`src/hdl/alsd_pkg.sv`:
```
// ----------------------------------------------------------------------------
// alsd_pkg
// Shared types, codes and widths of the array list search and delete block.
// ----------------------------------------------------------------------------
package alsd_pkg;

    // Default list capacity
    localparam int CAPACITY_DEF = 16;

    // Field widths
    localparam int REQ_W       = 2;
    localparam int VALUE_W     = 32;
    localparam int POS_W       = 4;
    localparam int CNT_W       = 5;
    localparam int STAT_W      = 2;
    localparam int IN_TDATA_W  = 32;
    localparam int OUT_TDATA_W = 16;

    // Request kinds
    localparam logic [REQ_W-1:0] REQ_APPEND = 2'd0;
    localparam logic [REQ_W-1:0] REQ_SEARCH = 2'd1;
    localparam logic [REQ_W-1:0] REQ_DELETE = 2'd2;

    // Result status codes
    localparam logic [STAT_W-1:0] ST_DONE     = 2'd0;
    localparam logic [STAT_W-1:0] ST_NOTFOUND = 2'd1;
    localparam logic [STAT_W-1:0] ST_FULL     = 2'd2;

    typedef enum logic [2:0] {
        S_IDLE,
        S_DISPATCH,
        S_SCAN,
        S_SHIFT,
        S_RESULT
    } state_t;

    // Controller to datapath
    typedef struct packed {
        logic load_req;
        logic append_ok;
        logic append_full;
        logic scan_step;
        logic scan_hit;
        logic scan_miss;
        logic shift_step;
        logic shift_end;
        logic load_out;
    } cmd_t;

    // Datapath to controller
    typedef struct packed {
        logic [REQ_W-1:0] req;
        logic             full;
        logic             at_end;
        logic             match;
        logic             out_free;
    } stat_t;

endpackage

```
`src/hdl/alsd_ram.sv`:
```
// ----------------------------------------------------------------------------
// alsd_ram
// Generic RAM: one write port, one read port with registered read data.
// ----------------------------------------------------------------------------
module alsd_ram #(
    parameter int WIDTH = 32,
    parameter int DEPTH = 16
) (
    input  logic                     clk,
    input  logic                     we,
    input  logic [$clog2(DEPTH)-1:0] waddr,
    input  logic [WIDTH-1:0]         wdata,
    input  logic [$clog2(DEPTH)-1:0] raddr,
    output logic [WIDTH-1:0]         rdata
);

    logic [WIDTH-1:0] mem [DEPTH];

    always_ff @(posedge clk)
    begin
        if (we)
        begin
            mem[waddr] <= wdata;
        end
        rdata <= mem[raddr];
    end

endmodule

```
`src/hdl/alsd_ctrl.sv`:
```
// ----------------------------------------------------------------------------
// alsd_ctrl
// Request sequencer: dispatch, scan, shift-down and result hand-off.
// ----------------------------------------------------------------------------
module alsd_ctrl (
    input  logic            clk,
    input  logic            rst_n,
    input  logic            in_valid,
    output logic            in_ready,
    input  alsd_pkg::stat_t stat,
    output alsd_pkg::cmd_t  cmd
);

    alsd_pkg::state_t state_reg;
    alsd_pkg::state_t state_next;

    always_ff @(posedge clk or negedge rst_n)
    begin
        if (!rst_n)
        begin
            state_reg <= alsd_pkg::S_IDLE;
        end
        else
        begin
            state_reg <= state_next;
        end
    end

    // Next state
    always_comb
    begin
        state_next = state_reg;
        case (state_reg)
            alsd_pkg::S_IDLE:
            begin
                if (in_valid)
                begin
                    state_next = alsd_pkg::S_DISPATCH;
                end
            end
            alsd_pkg::S_DISPATCH:
            begin
                case (stat.req)
                    alsd_pkg::REQ_SEARCH, alsd_pkg::REQ_DELETE:
                    begin
                        state_next = alsd_pkg::S_SCAN;
                    end
                    default:
                    begin
                        state_next = alsd_pkg::S_RESULT;
                    end
                endcase
            end
            alsd_pkg::S_SCAN:
            begin
                if (stat.at_end)
                begin
                    state_next = alsd_pkg::S_RESULT;
                end
                else if (stat.match)
                begin
                    state_next = (stat.req == alsd_pkg::REQ_DELETE) ?
                                 alsd_pkg::S_SHIFT : alsd_pkg::S_RESULT;
                end
            end
            alsd_pkg::S_SHIFT:
            begin
                if (stat.at_end)
                begin
                    state_next = alsd_pkg::S_RESULT;
                end
            end
            alsd_pkg::S_RESULT:
            begin
                if (stat.out_free)
                begin
                    state_next = alsd_pkg::S_IDLE;
                end
            end
            default:
            begin
                state_next = alsd_pkg::S_IDLE;
            end
        endcase
    end

    // Outputs
    always_comb
    begin
        cmd      = '0;
        in_ready = 1'b0;
        case (state_reg)
            alsd_pkg::S_IDLE:
            begin
                in_ready     = 1'b1;
                cmd.load_req = in_valid;
            end
            alsd_pkg::S_DISPATCH:
            begin
                if (stat.req == alsd_pkg::REQ_APPEND)
                begin
                    cmd.append_ok   = !stat.full;
                    cmd.append_full = stat.full;
                end
            end
            alsd_pkg::S_SCAN:
            begin
                if (stat.at_end)
                begin
                    cmd.scan_miss = 1'b1;
                end
                else if (stat.match)
                begin
                    cmd.scan_hit = 1'b1;
                end
                else
                begin
                    cmd.scan_step = 1'b1;
                end
            end
            alsd_pkg::S_SHIFT:
            begin
                cmd.shift_end  = stat.at_end;
                cmd.shift_step = !stat.at_end;
            end
            alsd_pkg::S_RESULT:
            begin
                cmd.load_out = stat.out_free;
            end
            default:
            begin
                cmd = '0;
            end
        endcase
    end

endmodule

```
`src/hdl/alsd_dp.sv`:
```
// ----------------------------------------------------------------------------
// alsd_dp
// Datapath: entry RAM, count, scan index, result fields and output register.
// ----------------------------------------------------------------------------
module alsd_dp #(
    parameter int CAPACITY = alsd_pkg::CAPACITY_DEF
) (
    input  logic                                clk,
    input  logic                                rst_n,
    input  logic [alsd_pkg::REQ_W-1:0]          in_req,
    input  logic [alsd_pkg::VALUE_W-1:0]        in_value,
    output logic                                out_valid,
    input  logic                                out_ready,
    output logic [alsd_pkg::OUT_TDATA_W-1:0]    out_data,
    input  alsd_pkg::cmd_t                      cmd,
    output alsd_pkg::stat_t                     stat
);

    localparam int IW = $clog2(CAPACITY);
    localparam int CW = $clog2(CAPACITY + 1);
    localparam int PAD_W = alsd_pkg::OUT_TDATA_W - 1 - alsd_pkg::POS_W
                           - alsd_pkg::CNT_W - alsd_pkg::STAT_W;

    logic [alsd_pkg::REQ_W-1:0]    req_reg;
    logic [alsd_pkg::VALUE_W-1:0]  key_reg;
    logic [CW-1:0]                 idx_reg;
    logic [CW-1:0]                 idx_next;
    logic [CW-1:0]                 idx_m1;
    logic [CW-1:0]                 count_reg;
    logic [CW-1:0]                 count_next;
    logic                          found_reg;
    logic [IW-1:0]                 pos_reg;
    logic [alsd_pkg::STAT_W-1:0]   status_reg;
    logic                          out_valid_reg;
    logic [alsd_pkg::OUT_TDATA_W-1:0] out_data_reg;

    logic                          ram_we;
    logic [IW-1:0]                 ram_waddr;
    logic [alsd_pkg::VALUE_W-1:0]  ram_wdata;
    logic [alsd_pkg::VALUE_W-1:0]  ram_rdata;

    logic [IW+alsd_pkg::POS_W-1:0] pos_wide;
    logic [CW+alsd_pkg::CNT_W-1:0] count_wide;

    // Read address follows the next index so read data lines up with idx_reg
    always_comb
    begin
        idx_next = idx_reg;
        if (cmd.load_req)
        begin
            idx_next = '0;
        end
        else if (cmd.scan_step || cmd.scan_hit || cmd.shift_step)
        begin
            idx_next = idx_reg + CW'(1);
        end
    end

    assign idx_m1 = idx_reg - CW'(1);

    always_comb
    begin
        count_next = count_reg;
        if (cmd.append_ok)
        begin
            count_next = count_reg + CW'(1);
        end
        else if (cmd.shift_end)
        begin
            count_next = count_reg - CW'(1);
        end
    end

    assign ram_we    = cmd.append_ok || cmd.shift_step;
    assign ram_waddr = cmd.append_ok ? count_reg[IW-1:0] : idx_m1[IW-1:0];
    assign ram_wdata = cmd.append_ok ? key_reg : ram_rdata;

    alsd_ram #(
        .WIDTH (alsd_pkg::VALUE_W),
        .DEPTH (CAPACITY)
    ) u_ram (
        .clk   (clk),
        .we    (ram_we),
        .waddr (ram_waddr),
        .wdata (ram_wdata),
        .raddr (idx_next[IW-1:0]),
        .rdata (ram_rdata)
    );

    always_ff @(posedge clk or negedge rst_n)
    begin
        if (!rst_n)
        begin
            idx_reg       <= '0;
            count_reg     <= '0;
            out_valid_reg <= 1'b0;
        end
        else
        begin
            idx_reg   <= idx_next;
            count_reg <= count_next;
            if (cmd.load_out)
            begin
                out_valid_reg <= 1'b1;
            end
            else if (out_ready)
            begin
                out_valid_reg <= 1'b0;
            end
        end
    end

    assign pos_wide   = {{alsd_pkg::POS_W{1'b0}}, pos_reg};
    assign count_wide = {{alsd_pkg::CNT_W{1'b0}}, count_reg};

    always_ff @(posedge clk)
    begin
        if (cmd.load_req)
        begin
            req_reg    <= in_req;
            key_reg    <= in_value;
            found_reg  <= 1'b0;
            pos_reg    <= '0;
            status_reg <= alsd_pkg::ST_DONE;
        end
        if (cmd.append_ok)
        begin
            pos_reg <= count_reg[IW-1:0];
        end
        if (cmd.append_full)
        begin
            status_reg <= alsd_pkg::ST_FULL;
        end
        if (cmd.scan_miss)
        begin
            status_reg <= alsd_pkg::ST_NOTFOUND;
        end
        if (cmd.scan_hit)
        begin
            found_reg <= 1'b1;
            pos_reg   <= idx_reg[IW-1:0];
        end
        if (cmd.load_out)
        begin
            out_data_reg <= {{PAD_W{1'b0}}, status_reg,
                             count_wide[alsd_pkg::CNT_W-1:0],
                             pos_wide[alsd_pkg::POS_W-1:0], found_reg};
        end
    end

    assign out_valid = out_valid_reg;
    assign out_data  = out_data_reg;

    assign stat.req      = req_reg;
    assign stat.full     = (count_reg >= CW'(CAPACITY));
    assign stat.at_end   = (idx_reg >= count_reg);
    assign stat.match    = (ram_rdata == key_reg);
    assign stat.out_free = !out_valid_reg || out_ready;

endmodule

```
`src/hdl/array_list_search_delete.sv`:
```
// ----------------------------------------------------------------------------
// array_list_search_delete
// Fixed-capacity list of signed words with append, search and delete-shift.
// ----------------------------------------------------------------------------
// One request is taken at a time and gives one result beat. Append and the
// unused request kind go from dispatch straight to the result state; search
// and delete pass through the scan state, and delete also the shift state,
// since the entry RAM is visited one entry per cycle through its single
// registered read port, first to find the key and then, for delete, to move
// each later entry down one place. The next request is accepted in the cycle
// after the previous result has been placed in the output register, even if
// it has not been taken yet; the result state waits while the output register
// still holds a beat that has not been taken.
module array_list_search_delete #(
    parameter int CAPACITY = alsd_pkg::CAPACITY_DEF
) (
    input  logic                             clk,
    input  logic                             rst_n,
    input  logic                             s_tvalid,
    output logic                             s_tready,
    input  logic [alsd_pkg::IN_TDATA_W-1:0]  s_tdata,  // [31:0] value
    input  logic [alsd_pkg::REQ_W-1:0]       s_tuser,  // [1:0] req_type
    output logic                             m_tvalid,
    input  logic                             m_tready,
    // [0] found, [4:1] position, [9:5] entry_count, [11:10] status, [15:12] zero
    output logic [alsd_pkg::OUT_TDATA_W-1:0] m_tdata
);

    alsd_pkg::cmd_t  cmd;
    alsd_pkg::stat_t stat;

    alsd_ctrl u_ctrl (
        .clk      (clk),
        .rst_n    (rst_n),
        .in_valid (s_tvalid),
        .in_ready (s_tready),
        .stat     (stat),
        .cmd      (cmd)
    );

    alsd_dp #(
        .CAPACITY (CAPACITY)
    ) u_dp (
        .clk       (clk),
        .rst_n     (rst_n),
        .in_req    (s_tuser),
        .in_value  (s_tdata),
        .out_valid (m_tvalid),
        .out_ready (m_tready),
        .out_data  (m_tdata),
        .cmd       (cmd),
        .stat      (stat)
    );

    logic                        res_found;
    logic [alsd_pkg::POS_W-1:0]  res_pos;
    logic [alsd_pkg::STAT_W-1:0] res_status;

    assign res_found  = m_tdata[0];
    assign res_pos    = m_tdata[4:1];
    assign res_status = m_tdata[11:10];

    // One request in flight: no back-to-back acceptance
    assert property (@(posedge clk) disable iff (!rst_n)
        (s_tvalid && s_tready) |=> !s_tready)
        else $error("request accepted while previous one still in progress");

    // A match always completes with done status
    assert property (@(posedge clk) disable iff (!rst_n)
        (m_tvalid && res_found) |-> (res_status == alsd_pkg::ST_DONE))
        else $error("found result with non-done status");

    // Refused or missed requests report position zero and no match
    assert property (@(posedge clk) disable iff (!rst_n)
        (m_tvalid && (res_status == alsd_pkg::ST_NOTFOUND ||
                      res_status == alsd_pkg::ST_FULL))
        |-> (!res_found && res_pos == '0))
        else $error("failed request carries a position or match flag");

endmodule

```
`config.mk`:
```
export PLATFORM = sky130hd
export DESIGN_NAME = array_list_search_delete
export DESIGN_NICKNAME = d
export VERILOG_FILES = /design/src/hdl/alsd_pkg.sv /design/src/hdl/alsd_ram.sv /design/src/hdl/alsd_ctrl.sv /design/src/hdl/alsd_dp.sv /design/src/hdl/array_list_search_delete.sv
export SDC_FILE = /design/constraint.sdc
export NUM_CORES = 1
export LEC_CHECK = 0
export BUFFER_PORTS_ARGS = -buffer_cell sky130_fd_sc_hd__buf_4
export CORE_ASPECT_RATIO = 1.25
export CORE_MARGIN = 10
export CORE_UTILIZATION = 56
export CTS_CLUSTER_DIAMETER = 200
export CTS_CLUSTER_SIZE = 16
export DETAILED_ROUTE_END_ITERATION = 8
export GPL_TIMING_DRIVEN = 0
export PLACE_DENSITY = 0.75
export SYNTH_ARGS = -nofsm -noshare
export SYNTH_HDL_FRONTEND = slang
export SYNTH_SLANG_ARGS = --single-unit
```
`constraint.sdc`:
```
create_clock -name clk -period 4.1 [get_ports clk]
set_clock_uncertainty 0.15 [all_clocks]
set_input_delay 0 -clock clk [delete_from_list [all_inputs] [get_ports clk]]
set_output_delay 0 -clock clk [all_outputs]
set_load 0.01 [all_outputs]
```
* Yosys cells after proc, flatten, opt, wreduce, memory -nomap -nowiden
Memory sizes are Yosys's and may differ from the RTL's. A register that Yosys moved wholly into a read port is not among the register bits.
Cells that the tools add are included.
** Word-level totals
- Input port bits :: 38
- Flip-flop bits (word level) :: 67
- Memories :: 1
- Bits in writable memories :: 512
- Logic and storage cells :: 79
- Output and inout port bits :: 18
** Operators by class
- Reduce and logical (&&, ||, !) cells :: 16
- Equal/unequal tests :: 11
- Muxes and demuxes :: 34
- Order comparisons :: 2
- $add $sub $neg :: 4
** Memories
- u_dp.u_ram.mem :: words 16, bits a word 32, rd ports 1, clocked after Yosys merged registers in 1, wr ports 1, line alsd_ram.sv:17 : logic [WIDTH-1:0] mem [DEPTH];
** Operators by type and width (number)
- 32-bit equality test :: 1
- 32-bit two-way mux :: 1
- 3-bit two-way mux :: 8
- 5-bit two-way mux :: 4
- 4-bit two-way mux :: 4
- 3-bit case mux with 5 select lines :: 1
- 2-bit two-way mux :: 6
- 5-bit by 1-bit adder with 5-bit output, second input constant :: 2
- 1-bit two-way mux :: 10
- 2-bit nonzero test :: 4
- 3-bit by 2-bit equality test with 1-bit output, second input constant :: 2
- 5-bit >= comparator :: 1
- 5-bit >= comparator, second input constant :: 1
- 5-bit by 1-bit subtractor with 5-bit output, second input constant :: 1
- 1-bit logical OR :: 4
- 2-bit by 1-bit != test with 1-bit output, second input constant :: 2
- 4-bit AND reduction :: 1
- 4-bit by 1-bit subtractor with 4-bit output, second input constant :: 1
- 3-bit by 1-bit equality test with 1-bit output, second input constant :: 1
- 3-bit equality test, second input constant :: 1
- 1-bit logical NOT :: 3
- 3-bit logical NOT :: 1
- 3-bit by 2-bit != test with 1-bit output, second input constant :: 1
- 3-bit nonzero test :: 1
- other kinds (5) :: 5

* Logic depth before layout (Yosys ltp)
- Word-level depth :: 8
- Mapped depth :: 13
- Gate-level depth less buffers :: 10

* Modules after synthesis
Synthesis repeated with hierarchy kept, for this count alone.
** Second synthesis, totals
- Cell total of the unflattened synthesis :: 1116
- Area, all modules :: 23443.7 um^2
** Modules (own cells, without submodules)
- alsd_ram :: sequential area each 16015.4 um^2, area each 19854.0 um^2, times used 1, cells each 838
- alsd_dp :: sequential area each 1836.8 um^2, area each 3245.6 um^2, times used 1, cells each 238
- alsd_ctrl :: sequential area each 75.1 um^2, area each 344.1 um^2, times used 1, cells each 40

* Worst setup path after synthesis
OpenSTA, ideal clock, no wires.
- Path kind :: reg-to-reg
- Start :: register u_dp.idx_reg[0]
- End :: memory u_dp.u_ram.mem[7][0], enable pin
- Buffers on the path :: 1
- Slack :: -0.239 ns
- Stages on the path, launching flop included :: 10
- Period minus slack after synthesis :: 4.339 ns
- Data required time :: 3.529 ns
- Arrival :: 3.768 ns
- Library setup time :: 0.421 ns
- Cell sequence :: dfrtp_1 clkbuf_1 inv_1 ha_1 nand2b_4 a211o_1 a21boi_0 nand2_1 o32a_1 nor2_1
** Between the ends
- Cells in the longest elaborated chain, start to end :: 6
- Elaborated cells on any way between the ends :: 8
- Those cells by class :: add/sub (1); order compare (1); mux (4); reduce/logical (2)
** RTL lines
- from (decl) :: line alsd_dp.sv:26 : logic [CW-1:0] idx_reg;
- from (signal assigned) :: line alsd_dp.sv:100 : idx_reg <= idx_next;
- 5-bit >= comparator :: line alsd_dp.sv:156 : assign stat.at_end = (idx_reg >= count_reg);
- 1-bit logical NOT :: line alsd_ctrl.sv:124 : cmd.shift_step = !stat.at_end;
- 2-bit two-way mux :: line alsd_ctrl.sv:92 : case (state_reg)
- 1-bit logical OR :: line alsd_dp.sv:74 : assign ram_we = cmd.append_ok || cmd.shift_step;
- 1-bit two-way mux :: line alsd_ram.sv:21 : if (we)
- 1-bit two-way mux (implied by the code) :: line alsd_ram.sv:23 : mem[waddr] <= wdata;
- to (decl) :: line alsd_ram.sv:17
Several ways; a longest one is shown, not always the timed one.

* Final worst setup path
- Start :: register u_dp.idx_reg[0]
- End :: register u_dp.u_ram.rdata[31] (read register of u_dp.u_ram.mem)
** Between the ends
- Cells in the longest elaborated chain, start to end :: 7
- Elaborated cells on any way between the ends :: 10
- Those cells by class :: add/sub (1); order compare (1); mux (5); reduce/logical (3)
** RTL lines
- 5-bit >= comparator :: line alsd_dp.sv:156
- 2-bit two-way mux :: line alsd_ctrl.sv:108 : if (stat.at_end)
- 3-bit two-way mux :: line alsd_ctrl.sv:92
- 1-bit logical OR (2 in series) :: line alsd_dp.sv:53 : else if (cmd.scan_step || cmd.scan_hit || cmd.shift_step)
- 5-bit two-way mux (*) :: line alsd_dp.sv:53
- 5-bit two-way mux (*) :: line alsd_dp.sv:49 : if (cmd.load_req)
- to (decl) :: line alsd_ram.sv:14 : output logic [WIDTH-1:0] rdata
Every way passes the cells marked *; elsewhere a longest branch is shown, timed or not. The select of a mux whose other input is x is not followed.
A chain may end at the register's enable or synchronous reset.

==> results.py <==
metrics = {
    "worst_setup_path": {
        "end_kind": "register",
        "reg2reg_from": "u_dp.idx_reg[0]",
        "cp_max_fo": 10,
        "ff2ff_path_depth": 11,
        "cp-endpoint": "u_dp.u_ram.rdata[31]",
        "required_ns": 4.41,
        "worstPathArrival_ns": 4.35,
        "r2r-end": "u_dp.u_ram.rdata[31]",
        "setup.worst_path.start_class": "register",
        "critical_path_class": "reg -> reg",
        "critPathLaunch": "u_dp.idx_reg[0]",
        "reg2reg_slack_ns": 0.06,
    },
    "global_routing": {
        "antenna_found_initial": 2,
        "grt_pass1_vias": 16600,
        "grt_max_degree": 37,
        "grt_overflow": 0,
        "grt_pass1_wl_mm": 104,
        "grt_util_all_layers_pct": 27.1,
    },
    "sta": {
        "max_freq_mhz": 248,
        "fin_crit_sh_pct": 98.5,
        "fin_crit_ns": 4.04,
        "setup-violations-final": 0,
        "hold_viol": 0,
        "fin_hold_ws_ns": 0.00420,
        "worstMarginPinSlew_ns": 0.989,
        "totalNegativeSetupSlack_ns": 0,
        "timing.slew.headroom_pct": 34.0,
        "slew_viol_final": 0,
        "layout_setup_ws_ns": 0.0611,
    },
    "layout": {
        "finish.utilization_pct": 65.7,
        "synthToLayoutAreaGrowth_pct": 16.0,
        "regArea_um2": 17900,
        "largest_reg_flops": 512,
        "multi_input_area_um2": 5980,
        "fill_cells": 2858,
        "fin_nets": 1968,
        "layout-drive-gt1-share_pct": 11.7,
    },
    "route": {
        "ant_nets": 0,
        "drt-vias-per-instance": 6.65,
        "dr.pass1.iters": 8,
        "dr.first_iter.drc_count": 2284,
        "wirelength_mm": 71.1,
        "vias": 16700,
        "drc": 0,
        "routedWlPerCell_um": 28.3,
    },
    "placed_design": {
        "dp_hpwl_mm": 44.4,
        "gp_congestion": 0.906,
        "dp_slack_ns": -0.347,
        "numPortBuffers": 51,
    },
    "logic_synthesis": {
        "async_reset_ff_share_pct": 2.29,
        "yosysMostFrequentCell": "edfxtp_1",
        "yosysUniqueCellTypes": 57,
        "avgSynthCellArea_um2": 14.3,
        "synth_top_cell_area_share_pct": 69.2,
        "yosysWarnings": 0,
        "netlist_instances": 1712,
        "synth.area.top_cells": "edfxtp_1 69%, nand2_1 5.7%, a311oi_1 4.6%",
        "synth_area_um2": 24400,
        "synth-edff-count": 562,
        "synth_seq_cells": 611,
        "synthFlopType": "edfxtp_1",
        "yosysSeqAreaShare_pct": 73.5,
        "synth_top_cell_by_area": "edfxtp_1",
        "netlist_top_cells_count": "562 x edfxtp_1, 372 x nand2_1, 127 x a311oi_1, 127 x and3_1, 126 x a211oi_1",
    },
    "floorplanning": {
        "row_count": 85,
        "coreArea_um2": 43100,
        "floorplan.initialDensity_pct": 56.7,
        "die_area_um2": 52400,
        "fp.dieW_um": 207,
        "die_h_um": 253,
        "ioPinCount": 56,
    },
    "clock_tree": {
        "clkSinkCount": 611,
        "cts-htree-levels": 2,
        "cts_buffer_depth": 3,
        "cts_root_buffer": "clkbuf_16",
        "clock_latency_ns": 0.60,
        "cts_buffers": 44,
        "path_clk_slew_ns": 0.07,
        "tritoncts": "yes",
    },
    "pwr": {
        "powerDensity_nw_per_um2": 782,
        "ir_worst_vdd_mv": 0.705,
        "p_total_mw": 22.1,
        "power_leakage_nw": 9.92,
    },
    "hold_path": {
        "hp-class": "in -> reg",
    },
    "outcome": {
        "status": "finished, final reports clean",
    },
    "job": {
        "cap_violations": 0,
    },
}
[cell usage in the layout, fill, tap and decap left out, types with 18 or more instances in the layout]
master	count
edfxtp_1	562
nand2_1	372
and3_1	127
a311oi_1	127
a211oi_1	126
clkbuf_1	81
dlygate4sd3_1	70
buf_4	59
clkbuf_16	45
dfxtp_1	35
or4_1	31
xor2_1	31
buf_2	31
buf_12	25
clkbuf_2	18
[kinds of logic (layout without fill, tap and decap cells)]
family,after synthesis,count (layout),share of synthesized area [%]
compound gates,304,304,9.93
xor+xnor,39,39,1.40
fa+ha+maj,16,16,0.851
buf+inv,141,369,2.66
flops,611,611,73.5
mux,7,7,0.318
other cells,1,5,0.0154
simple gates,593,593,11.4
[final cells by class]
class	instances	area share, %
diodes	1	0.00884
plain buffers	124	2.17
clock buffers	74	4.36
clock inverters	1	0.0575
inverters	16	0.230
multi-input cells	963	21.1
flip-flops and latches	611	63.3
well taps	565	2.50
repair buffers	154	6.23
[metrics by stage]
| step | cell area [um2] | instances |
|---|---|---|
| 2_1_floorplan | 24400 | 1715 |
| 6_report | 28300 | 2509 |
| 4_1_cts | 28300 | 2506 |
| 3_5_place_dp | 26000 | 2347 |
| 3_3_place_gp | 25500 | 2331 |
| 5_1_grt | 28300 | 2509 |
[report_power, final]
group / switching [mW] / leakage [nW] / internal [mW] / total (mW)
sequential: 0.348 / 5.55 / 8.27 / 8.62
combinational: 6.92 / 3.77 / 2.50 / 9.42
clock: 2.04 / 0.596 / 2.05 / 4.09
[repair_timing]
action                                  CTS  global route
gates resized for setup                  17            22
hold endpoints to repair                 54             1
pin swaps                                16             1
endpoints found under the setup margin  544           180
hold buffers                             69             1
setup buffers                            16             1
[critical path: stages, from the launching register on]
cell	delay, ns
dfrtp_1	0.39
clkbuf_2	0.27
inv_1	0.12
ha_1	0.28
nand2b_4	0.15
a211oi_2	0.33
o21ai_4	0.18
or3_1	0.41
nand3_1	0.30
clkbuf_1	0.57
a311oi_1	0.17
or4_1	0.57
[routing by layer]
layer | global-route usage [%] | wire length (um) | vias to the layer above
li1 | - | - | 6983
met5 | 0 | 12 | -
met4 | 15.2 | 3980 | 2
met3 | 7.21 | 8900 | 262
met1 | 32.9 | 24300 | 8145
met2 | 43.1 | 33900 | 1287
[worst min-delay path by stage]
| stage | depth (start not counted) | slack (ns) | start | end |
|---|---|---|---|---|
| detailed placement | 1 | -0.28 | rst_n | u_dp.idx_reg[1] |
| finish | 2 | 0.004 | s_tdata[24] | u_dp.key_reg[24] |
| CTS | 2 | 0.001 | s_tdata[24] | u_dp.key_reg[24] |
| global route | 2 | 0.005 | s_tdata[23] | u_dp.key_reg[23] |
| floorplan | 0 | -0.45 | rst_n | u_ctrl.state_reg[0] |
| global placement | 1 | -0.29 | rst_n | u_dp.idx_reg[2] |
Note: power is estimated with default switching activity, not from simulation.
